**src/rtl/bts_pkg.sv**
```systemverilog
// Types, codes and the beep step table of the buzzer tone sequencer.
package bts_pkg;

  typedef enum logic [1:0] {
    CmdTick = 2'd0,
    CmdPlay = 2'd1,
    CmdStop = 2'd2
  } cmd_e;

  typedef enum logic [2:0] {
    ReqButton   = 3'd0,
    ReqVictory  = 3'd1,
    ReqDot      = 3'd2,
    ReqDash     = 3'd3,
    ReqSolenoid = 3'd4
  } req_e;

  localparam logic [2:0] NumSeqs = 3'd5;

  typedef enum logic [2:0] {
    PhIdle = 3'b001,
    PhTone = 3'b010,
    PhGap  = 3'b100
  } phase_e;

  typedef struct packed {
    logic [1:0] command;
    logic [2:0] request_code;
  } in_item_t;

  typedef struct packed {
    logic        tone_on;
    logic [11:0] tone_frequency;
    logic        request_accepted;
    logic        playing;
  } out_item_t;

  typedef struct packed {
    logic [11:0] freq;
    logic [8:0]  dur;
    logic [8:0]  gap;
  } step_t;

  function automatic logic [3:0] seq_len(input logic [2:0] seq);
    logic [3:0] n;
    case (seq)
      ReqButton:   n = 4'd1;
      ReqVictory:  n = 4'd6;
      ReqDot:      n = 4'd1;
      ReqDash:     n = 4'd1;
      ReqSolenoid: n = 4'd8;
      default:     n = 4'd0;
    endcase
    return n;
  endfunction

  function automatic step_t step_lookup(input logic [2:0] seq, input logic [2:0] idx);
    step_t st;
    st = '0;
    case (seq)
      ReqButton: begin
        if (idx == 3'd0) st = '{12'd2200, 9'd35, 9'd0};
      end
      ReqVictory: begin
        case (idx)
          3'd0:    st = '{12'd988, 9'd110, 9'd35};
          3'd1:    st = '{12'd1319, 9'd110, 9'd35};
          3'd2:    st = '{12'd1568, 9'd130, 9'd45};
          3'd3:    st = '{12'd1976, 9'd180, 9'd60};
          3'd4:    st = '{12'd1568, 9'd100, 9'd35};
          3'd5:    st = '{12'd1976, 9'd260, 9'd0};
          default: st = '0;
        endcase
      end
      ReqDot: begin
        if (idx == 3'd0) st = '{12'd900, 9'd120, 9'd0};
      end
      ReqDash: begin
        if (idx == 3'd0) st = '{12'd900, 9'd360, 9'd0};
      end
      ReqSolenoid: begin
        st = '{12'd1250, 9'd120, (idx == 3'd7) ? 9'd0 : 9'd90};
      end
      default: st = '0;
    endcase
    return st;
  endfunction

endpackage

```
**src/rtl/buzzer_tone_sequencer.sv**
```systemverilog
// Buzzer tone sequencer top level: step table playback with one result per item.
//
// Plays one of five canned beep sequences (button, victory, dot, dash,
// solenoid) from a built-in step table. Each input transfer is a 1 ms tick,
// a play request or a stop; each one yields exactly one result transfer with
// the tone state after the item, plus request_accepted for known play codes.
// The block takes one item per cycle: the sequencer state and the result
// register update on the same edge as the input transfer, so a result shows
// on out_data_o in the cycle after its item. in_ready_o is high whenever the
// result register is empty or its result is being taken in that cycle, so
// throughput is set by the single output register and the consumer's ready.
// While cfg enable is 0, ticks and play requests leave the state frozen;
// stop always returns to idle. Sequences are cut to MAX_SEQ_STEPS steps.
module buzzer_tone_sequencer
  import bts_pkg::*;
#(
  parameter int MAX_SEQ_STEPS = 8
) (
  input  logic      clk_i,
  input  logic      rst_ni,
  input  logic      cfg_valid_i,
  output logic      cfg_ready_o,
  input  logic      cfg_data_i,
  input  logic      in_valid_i,
  output logic      in_ready_o,
  input  in_item_t  in_data_i,
  output logic      out_valid_o,
  input  logic      out_ready_i,
  output out_item_t out_data_o
);

  localparam logic [3:0] MaxSteps = 4'(MAX_SEQ_STEPS);

  // Sequencer state
  logic       enable_q;
  logic [2:0] seq_q, seq_d;
  logic [3:0] idx_q, idx_d;
  logic [3:0] cnt_q, cnt_d;
  phase_e     phase_q, phase_d;
  logic [8:0] rem_q, rem_d;

  // Result register
  logic      out_valid_q;
  out_item_t out_data_q, out_data_d;

  logic  in_xfer;
  step_t cur_st, nxt_st, first_st, play_st;
  logic [3:0] nxt_idx, play_len;
  logic [8:0] rem_dec;
  logic       accepted;

  assign cfg_ready_o = 1'b1;
  assign in_ready_o  = !out_valid_q || out_ready_i;
  assign in_xfer     = in_valid_i && in_ready_o;

  assign cur_st   = step_lookup(seq_q, idx_q[2:0]);
  assign nxt_idx  = idx_q + 4'd1;
  assign nxt_st   = step_lookup(seq_q, nxt_idx[2:0]);
  assign first_st = step_lookup(in_data_i.request_code, 3'd0);
  assign play_len = (seq_len(in_data_i.request_code) > MaxSteps) ? MaxSteps
                                                                  : seq_len(in_data_i.request_code);
  assign rem_dec  = (rem_q != 9'd0) ? rem_q - 9'd1 : 9'd0;

  always_comb begin
    seq_d    = seq_q;
    idx_d    = idx_q;
    cnt_d    = cnt_q;
    phase_d  = phase_q;
    rem_d    = rem_q;
    accepted = 1'b0;
    case (in_data_i.command)
      CmdTick: begin
        if (enable_q && phase_q != PhIdle) begin
          rem_d = rem_dec;
          if (rem_dec == 9'd0) begin
            if (phase_q == PhTone && cur_st.gap != 9'd0) begin
              phase_d = PhGap;
              rem_d   = cur_st.gap;
            end else if (nxt_idx >= cnt_q || nxt_idx[3]) begin
              // past the last step
              phase_d = PhIdle;
              idx_d   = 4'd0;
              cnt_d   = 4'd0;
              rem_d   = 9'd0;
            end else begin
              idx_d = nxt_idx;
              if (nxt_st.freq == 12'd0 || nxt_st.dur == 9'd0) begin
                phase_d = PhGap;
                rem_d   = nxt_st.gap;
              end else begin
                phase_d = PhTone;
                rem_d   = nxt_st.dur;
              end
            end
          end
        end
      end
      CmdPlay: begin
        if (in_data_i.request_code < NumSeqs) begin
          accepted = 1'b1;
          if (enable_q) begin
            seq_d = in_data_i.request_code;
            cnt_d = play_len;
            idx_d = 4'd0;
            if (first_st.freq == 12'd0 || first_st.dur == 9'd0) begin
              phase_d = PhGap;
              rem_d   = first_st.gap;
            end else begin
              phase_d = PhTone;
              rem_d   = first_st.dur;
            end
          end
        end
      end
      CmdStop: begin
        phase_d = PhIdle;
        idx_d   = 4'd0;
        cnt_d   = 4'd0;
        rem_d   = 9'd0;
      end
      default: begin
        // unused command code: no change
      end
    endcase
  end

  // Result reflects the state after this item
  assign play_st = step_lookup(seq_d, idx_d[2:0]);

  always_comb begin
    out_data_d.tone_on          = (phase_d == PhTone);
    out_data_d.tone_frequency   = (phase_d == PhTone) ? play_st.freq : 12'd0;
    out_data_d.request_accepted = accepted;
    out_data_d.playing          = (phase_d != PhIdle);
  end

  always_ff @(posedge clk_i or negedge rst_ni) begin
    if (!rst_ni) begin
      enable_q    <= 1'b0;
      seq_q       <= 3'd0;
      idx_q       <= 4'd0;
      cnt_q       <= 4'd0;
      phase_q     <= PhIdle;
      rem_q       <= 9'd0;
      out_valid_q <= 1'b0;
    end else begin
      if (cfg_valid_i) begin
        enable_q <= cfg_data_i;
      end
      if (in_xfer) begin
        seq_q   <= seq_d;
        idx_q   <= idx_d;
        cnt_q   <= cnt_d;
        phase_q <= phase_d;
        rem_q   <= rem_d;
      end
      if (in_xfer) begin
        out_valid_q <= 1'b1;
      end else if (out_ready_i) begin
        out_valid_q <= 1'b0;
      end
    end
  end

  always_ff @(posedge clk_i) begin
    if (in_xfer) begin
      out_data_q <= out_data_d;
    end
  end

  assign out_valid_o = out_valid_q;
  assign out_data_o  = out_data_q;

endmodule

```
**config.mk**
```make
export PLATFORM = sky130hd
export DESIGN_NAME = buzzer_tone_sequencer
export DESIGN_NICKNAME = d
export VERILOG_FILES = /design/src/rtl/bts_pkg.sv /design/src/rtl/buzzer_tone_sequencer.sv
export SDC_FILE = /design/constraint.sdc
export NUM_CORES = 1
export LEC_CHECK = 0
export BUFFER_PORTS_ARGS = -buffer_cell sky130_fd_sc_hd__buf_2
export CAP_MARGIN = 10
export CORE_MARGIN = 1
export CORE_UTILIZATION = 31
export CTS_CLUSTER_SIZE = 8
export DETAILED_ROUTE_END_ITERATION = 8
export MAX_ROUTING_LAYER = met4
export SLEW_MARGIN = 20
export SYNTH_ARGS = -nofsm -noshare
export SYNTH_HDL_FRONTEND = slang
export SYNTH_SLANG_ARGS = --single-unit
```
**constraint.sdc**
```tcl
create_clock -name clk_i -period 3.9 [get_ports clk_i]
set_input_delay 0.39 -clock clk_i [delete_from_list [all_inputs] [get_ports clk_i]]
set_output_delay 0.39 -clock clk_i [all_outputs]
set_load 0.01 [all_outputs]
```
==> metrics.txt <==
# TYPE chip_impl_metric gauge
chip_impl_info{name="run_status",value="finished clean"} 1
chip_impl_metric{name="p_switching",unit="uW"} 641.3
chip_impl_info{name="worst_path_most_repeated_cell",value="ha_1"} 1
chip_impl_info{name="synth_most_common_cell",value="nand2_1"} 1
chip_impl_metric{name="worst_ep_arrival_time",unit="ps"} 3690
chip_impl_metric{name="final_net_count",unit=""} 427
chip_impl_metric{name="final.setup.tns",unit="ps"} 0
chip_impl_metric{name="max_cap_violations",unit=""} 0
chip_impl_metric{name="yosys.area.top_type_share",unit="%"} 18.47
chip_impl_metric{name="grt.overflow.total",unit=""} 0
chip_impl_metric{name="r2r_setup_slack",unit="ps"} 260
chip_impl_metric{name="cp.depth",unit=""} 12
chip_impl_metric{name="antenna_found_initial",unit=""} 0
chip_impl_metric{name="initial_core_util",unit="%"} 31.87
chip_impl_metric{name="insertion_delay",unit="ps"} 300
chip_impl_metric{name="power.combinational.fraction",unit="%"} 39.5
chip_impl_metric{name="buffer_ports.inserted",unit=""} 27
chip_impl_metric{name="cts_made_buffers",unit=""} 5
chip_impl_metric{name="synth_to_final_area_change",unit="%"} 13.45
chip_impl_metric{name="post_drt_wl_per_cell",unit="um"} 16.09
chip_impl_metric{name="timing.reg2reg.worst_path_depth",unit=""} 12
chip_impl_metric{name="ys_seq_elements",unit=""} 37
chip_impl_metric{name="final_gp_congestion",unit=""} 0.9986
chip_impl_metric{name="synth.yosys.seq_area_share",unit="%"} 31.85
chip_impl_metric{name="remaining_drc_errors",unit=""} 0
chip_impl_metric{name="place.detailed.instances",unit=""} 525
chip_impl_metric{name="cts_resized",unit=""} 0
chip_impl_info{name="timing_worst_setup_path_type",value="reg2reg"} 1
chip_impl_metric{name="maxClockFrequency",unit="MHz"} 274.7
chip_impl_metric{name="seqPwrFrac",unit="%"} 34.7
chip_impl_info{name="worstHoldPathType",value="in2async"} 1
chip_impl_info{name="tritoncts",value="done"} 1
chip_impl_info{name="buffer_cell_driving_the_clock_tree_root",value="clkbuf_8"} 1
chip_impl_info{name="cp_top_family",value="compound AO/OA/AOI/OAI gates"} 1
chip_impl_metric{name="die_area",unit="um2"} 10460
chip_impl_metric{name="syn-num-nets",unit=""} 403
chip_impl_metric{name="drive_above_1_share",unit="%"} 18.00
chip_impl_metric{name="power.share.switching",unit="%"} 39.74
chip_impl_metric{name="ys_async_sr_fraction",unit="%"} 64.86
chip_impl_metric{name="row_count",unit=""} 36
chip_impl_metric{name="number_of_synthesized_flops_with_an_enable_pin",unit=""} 13
chip_impl_metric{name="numClockSinks",unit=""} 37
chip_impl_metric{name="power.total",unit="mW"} 1.614
chip_impl_metric{name="core_area",unit="um2"} 9774
chip_impl_metric{name="critPathMaxStageDelay",unit="ps"} 520
chip_impl_metric{name="fillCellCount",unit=""} 1059
chip_impl_metric{name="dr.pass1.iters",unit=""} 5
chip_impl_metric{name="postSynthAreaPerCell",unit="um2"} 8.308
chip_impl_metric{name="setup-violations-final",unit=""} 0
chip_impl_metric{name="worst_setup_hold_path_clk_slew",unit="ps"} 90
chip_impl_metric{name="peak_supply_drop",unit="mV"} 0.1713
chip_impl_info{name="cp_cell_sequence",value="ha_1 -> ha_1 -> inv_1 -> ha_1 -> o21a_1 -> a211o_1 -> nor2_1 -> a41oi_1 -> a211oi_4 -> nand2_1 -> a31oi_1 -> nor3_1"} 1
chip_impl_metric{name="pre_cts_ws",unit="ps"} 306.3
chip_impl_metric{name="pin_count_of_the_biggest_net_entering_global_routing",unit=""} 25
chip_impl_metric{name="worst_slew_margin_rel",unit="%"} 49.86
chip_impl_metric{name="intPower",unit="uW"} 972.4
chip_impl_metric{name="layout_min_cycle_time",unit="ps"} 3640
chip_impl_info{name="worst_setup_path_startpoint",value="idx_q[0]"} 1
chip_impl_info{name="top_cells_by_area_in_the_synthesized_netlist",value="dfrtp_1, edfxtp_1, ha_1, nand2_1, o21ai_0"} 1
chip_impl_metric{name="postLayoutSetupSlackWorst",unit="ps"} 259.9
chip_impl_metric{name="netlist_instances",unit=""} 375
chip_impl_metric{name="cts_post_setup_buffers_inserted",unit=""} 0
chip_impl_metric{name="worst-slew-pin-transition",unit="ps"} 745.8
chip_impl_metric{name="drt-total-wl",unit="um"} 8574
chip_impl_metric{name="detail-route-antenna-nets",unit=""} 0
chip_impl_info{name="critical_path.reg2reg.startpoint",value="idx_q[0]"} 1
chip_impl_metric{name="place.detailed.hpwl",unit="um"} 6588
chip_impl_metric{name="cts-hold-fix-buffers",unit=""} 0
chip_impl_metric{name="layoutNonFillerInstCount",unit=""} 533
chip_impl_metric{name="detailroute.via_count",unit=""} 2956
chip_impl_metric{name="cts_max_level",unit=""} 2
chip_impl_metric{name="number_of_buffer_and_inverter_stages_on_the_critical_path",unit=""} 1
chip_impl_metric{name="num_antenna_cells",unit=""} 0
chip_impl_metric{name="ios",unit=""} 29
chip_impl_metric{name="timing_hold_violations_final",unit=""} 0
chip_impl_info{name="grt_setup_unrepaired",value="false"} 1
chip_impl_metric{name="drv_slew",unit=""} 0
chip_impl_metric{name="horiz_die_dim",unit="um"} 102.3
chip_impl_info{name="synth_top_flop_cell",value="dfrtp_1"} 1
chip_impl_metric{name="final.period_utilization",unit="%"} 93.34
chip_impl_metric{name="ys_types",unit=""} 75
chip_impl_metric{name="die_height",unit="um"} 102.3
chip_impl_metric{name="grt_use_total",unit="%"} 17.80
chip_impl_info{name="end_kind",value="flop"} 1
chip_impl_info{name="timing.critical_path.slowest_stage_cell",value="dfrtp_1"} 1
chip_impl_metric{name="crit_fanout",unit=""} 12
chip_impl_metric{name="clock_skew",unit="ps"} 8.379
chip_impl_metric{name="netlist_area",unit="um2"} 3115
chip_impl_metric{name="ys.warnings.count",unit=""} 0
chip_impl_info{name="cell_taking_the_most_area_after_synthesis",value="dfrtp_1"} 1
chip_impl_metric{name="vias_per_cell",unit=""} 5.546
chip_impl_metric{name="data_required_time_at_the_worst_endpoint",unit="ps"} 3950
chip_impl_metric{name="max-clock-path-buffers",unit=""} 2
chip_impl_metric{name="global_route_wire_length_before_repair",unit="um"} 13970
chip_impl_info{name="worstSetupStartpointType",value="flop"} 1
chip_impl_metric{name="first_global_vias",unit=""} 2830
chip_impl_metric{name="power_per_cell_area",unit="nW/um2"} 456.6
chip_impl_info{name="reg2reg_to",value="out_data_o[11]"} 1
chip_impl_metric{name="total_leakage_power",unit="nW"} 1.406
chip_impl_info{name="yosys-top-cells-count",value="nand2_1, nor2_1, o21ai_0"} 1
chip_impl_metric{name="power_frac_clock",unit="%"} 25.8
chip_impl_metric{name="number_of_design_rule_violations_left_by_the_first_detailed_router_iteration",unit=""} 228
-- worst max-delay path by stage --
stage	end
floorplan	out_data_o[11]
global placement	out_data_o[4]
detailed placement	out_data_o[4]
CTS	out_data_o[4]
global route	out_data_o[11]
finish	out_data_o[11]
-- final cells by class --
type	count	area [um2]	share of cell area [%]
tap	133	166.4	4.708
multi-input combinational	299	1961	55.47
clock buffer	5	68.82	1.947
clock inverter	3	68.82	1.947
inverter	20	75.07	2.124
sequential	37	992.2	28.07
timing repair buffer	36	202.7	5.735
-- per-layer routing --
metal  global-route usage, %  up-vias  part of all wire [%]
met2                   27.72      109                    47
met3                   2.462       22                   5.2
met1                   23.30     1392                    45
met5                       -        -                     0
li1                        -     1433                     -
met4                   6.923        0                   3.0
-- cells by family after synthesis --
logic type | Yosys count | share of synthesized area [%]
and+or+nand+nor | 145 | 23.82
other | 1 | 0.1204
adders and majority gates | 17 | 6.827
muxes | 6 | 2.088
DFF | 37 | 31.85
buffers and inverters | 39 | 5.382
xor gates and xnor gates | 7 | 1.968
AOI/OAI and AO/OA | 123 | 27.95
-- power groups by stage --
stage                     sequential, mW  combinational, mW  clock [mW]
after floorplan                    0.547              0.476           0
after global routing               0.575              0.703       0.442
after detailed placement           0.568              0.628           0
after CTS                          0.560              0.632       0.425
final                              0.560              0.638       0.416
after global placement             0.565              0.623           0
-- sequential cells by signal, summed over array words and instances (netlist names) --
signal / flops
phase_q: 3
rem_q: 9
idx_q: 4
enable_q: 1
seq_q: 3
out_data_o: 13
out_valid_o: 1
cnt_q: 3
-- metrics by stage --
| step | hold WS [ps] | utilization [%] | area [um2] |
|---|---|---|---|
| after floorplan | 94.41 | - | 3115 |
| after global placement | 428.2 | 34.70 | 3392 |
| after detailed placement | 436.6 | 34.70 | 3392 |
| after CTS | 106.6 | 36.11 | 3530 |
| after global routing | 125.5 | 36.16 | 3535 |
| final | 91.39 | 36.16 | 3535 |
-- cell usage in the layout, fill, tap and decap left out, drive strengths merged, types with 8 or more instances in the layout --
cell	count
a211oi	8
a21oi	24
a31oi	10
buf	36
dfrtp	23
edfxtp	13
ha	17
inv	21
nand2	56
nand3	9
nor2	29
nor3	18
o21ai	30
No activity file was read; power rests on OpenSTA's default activity.
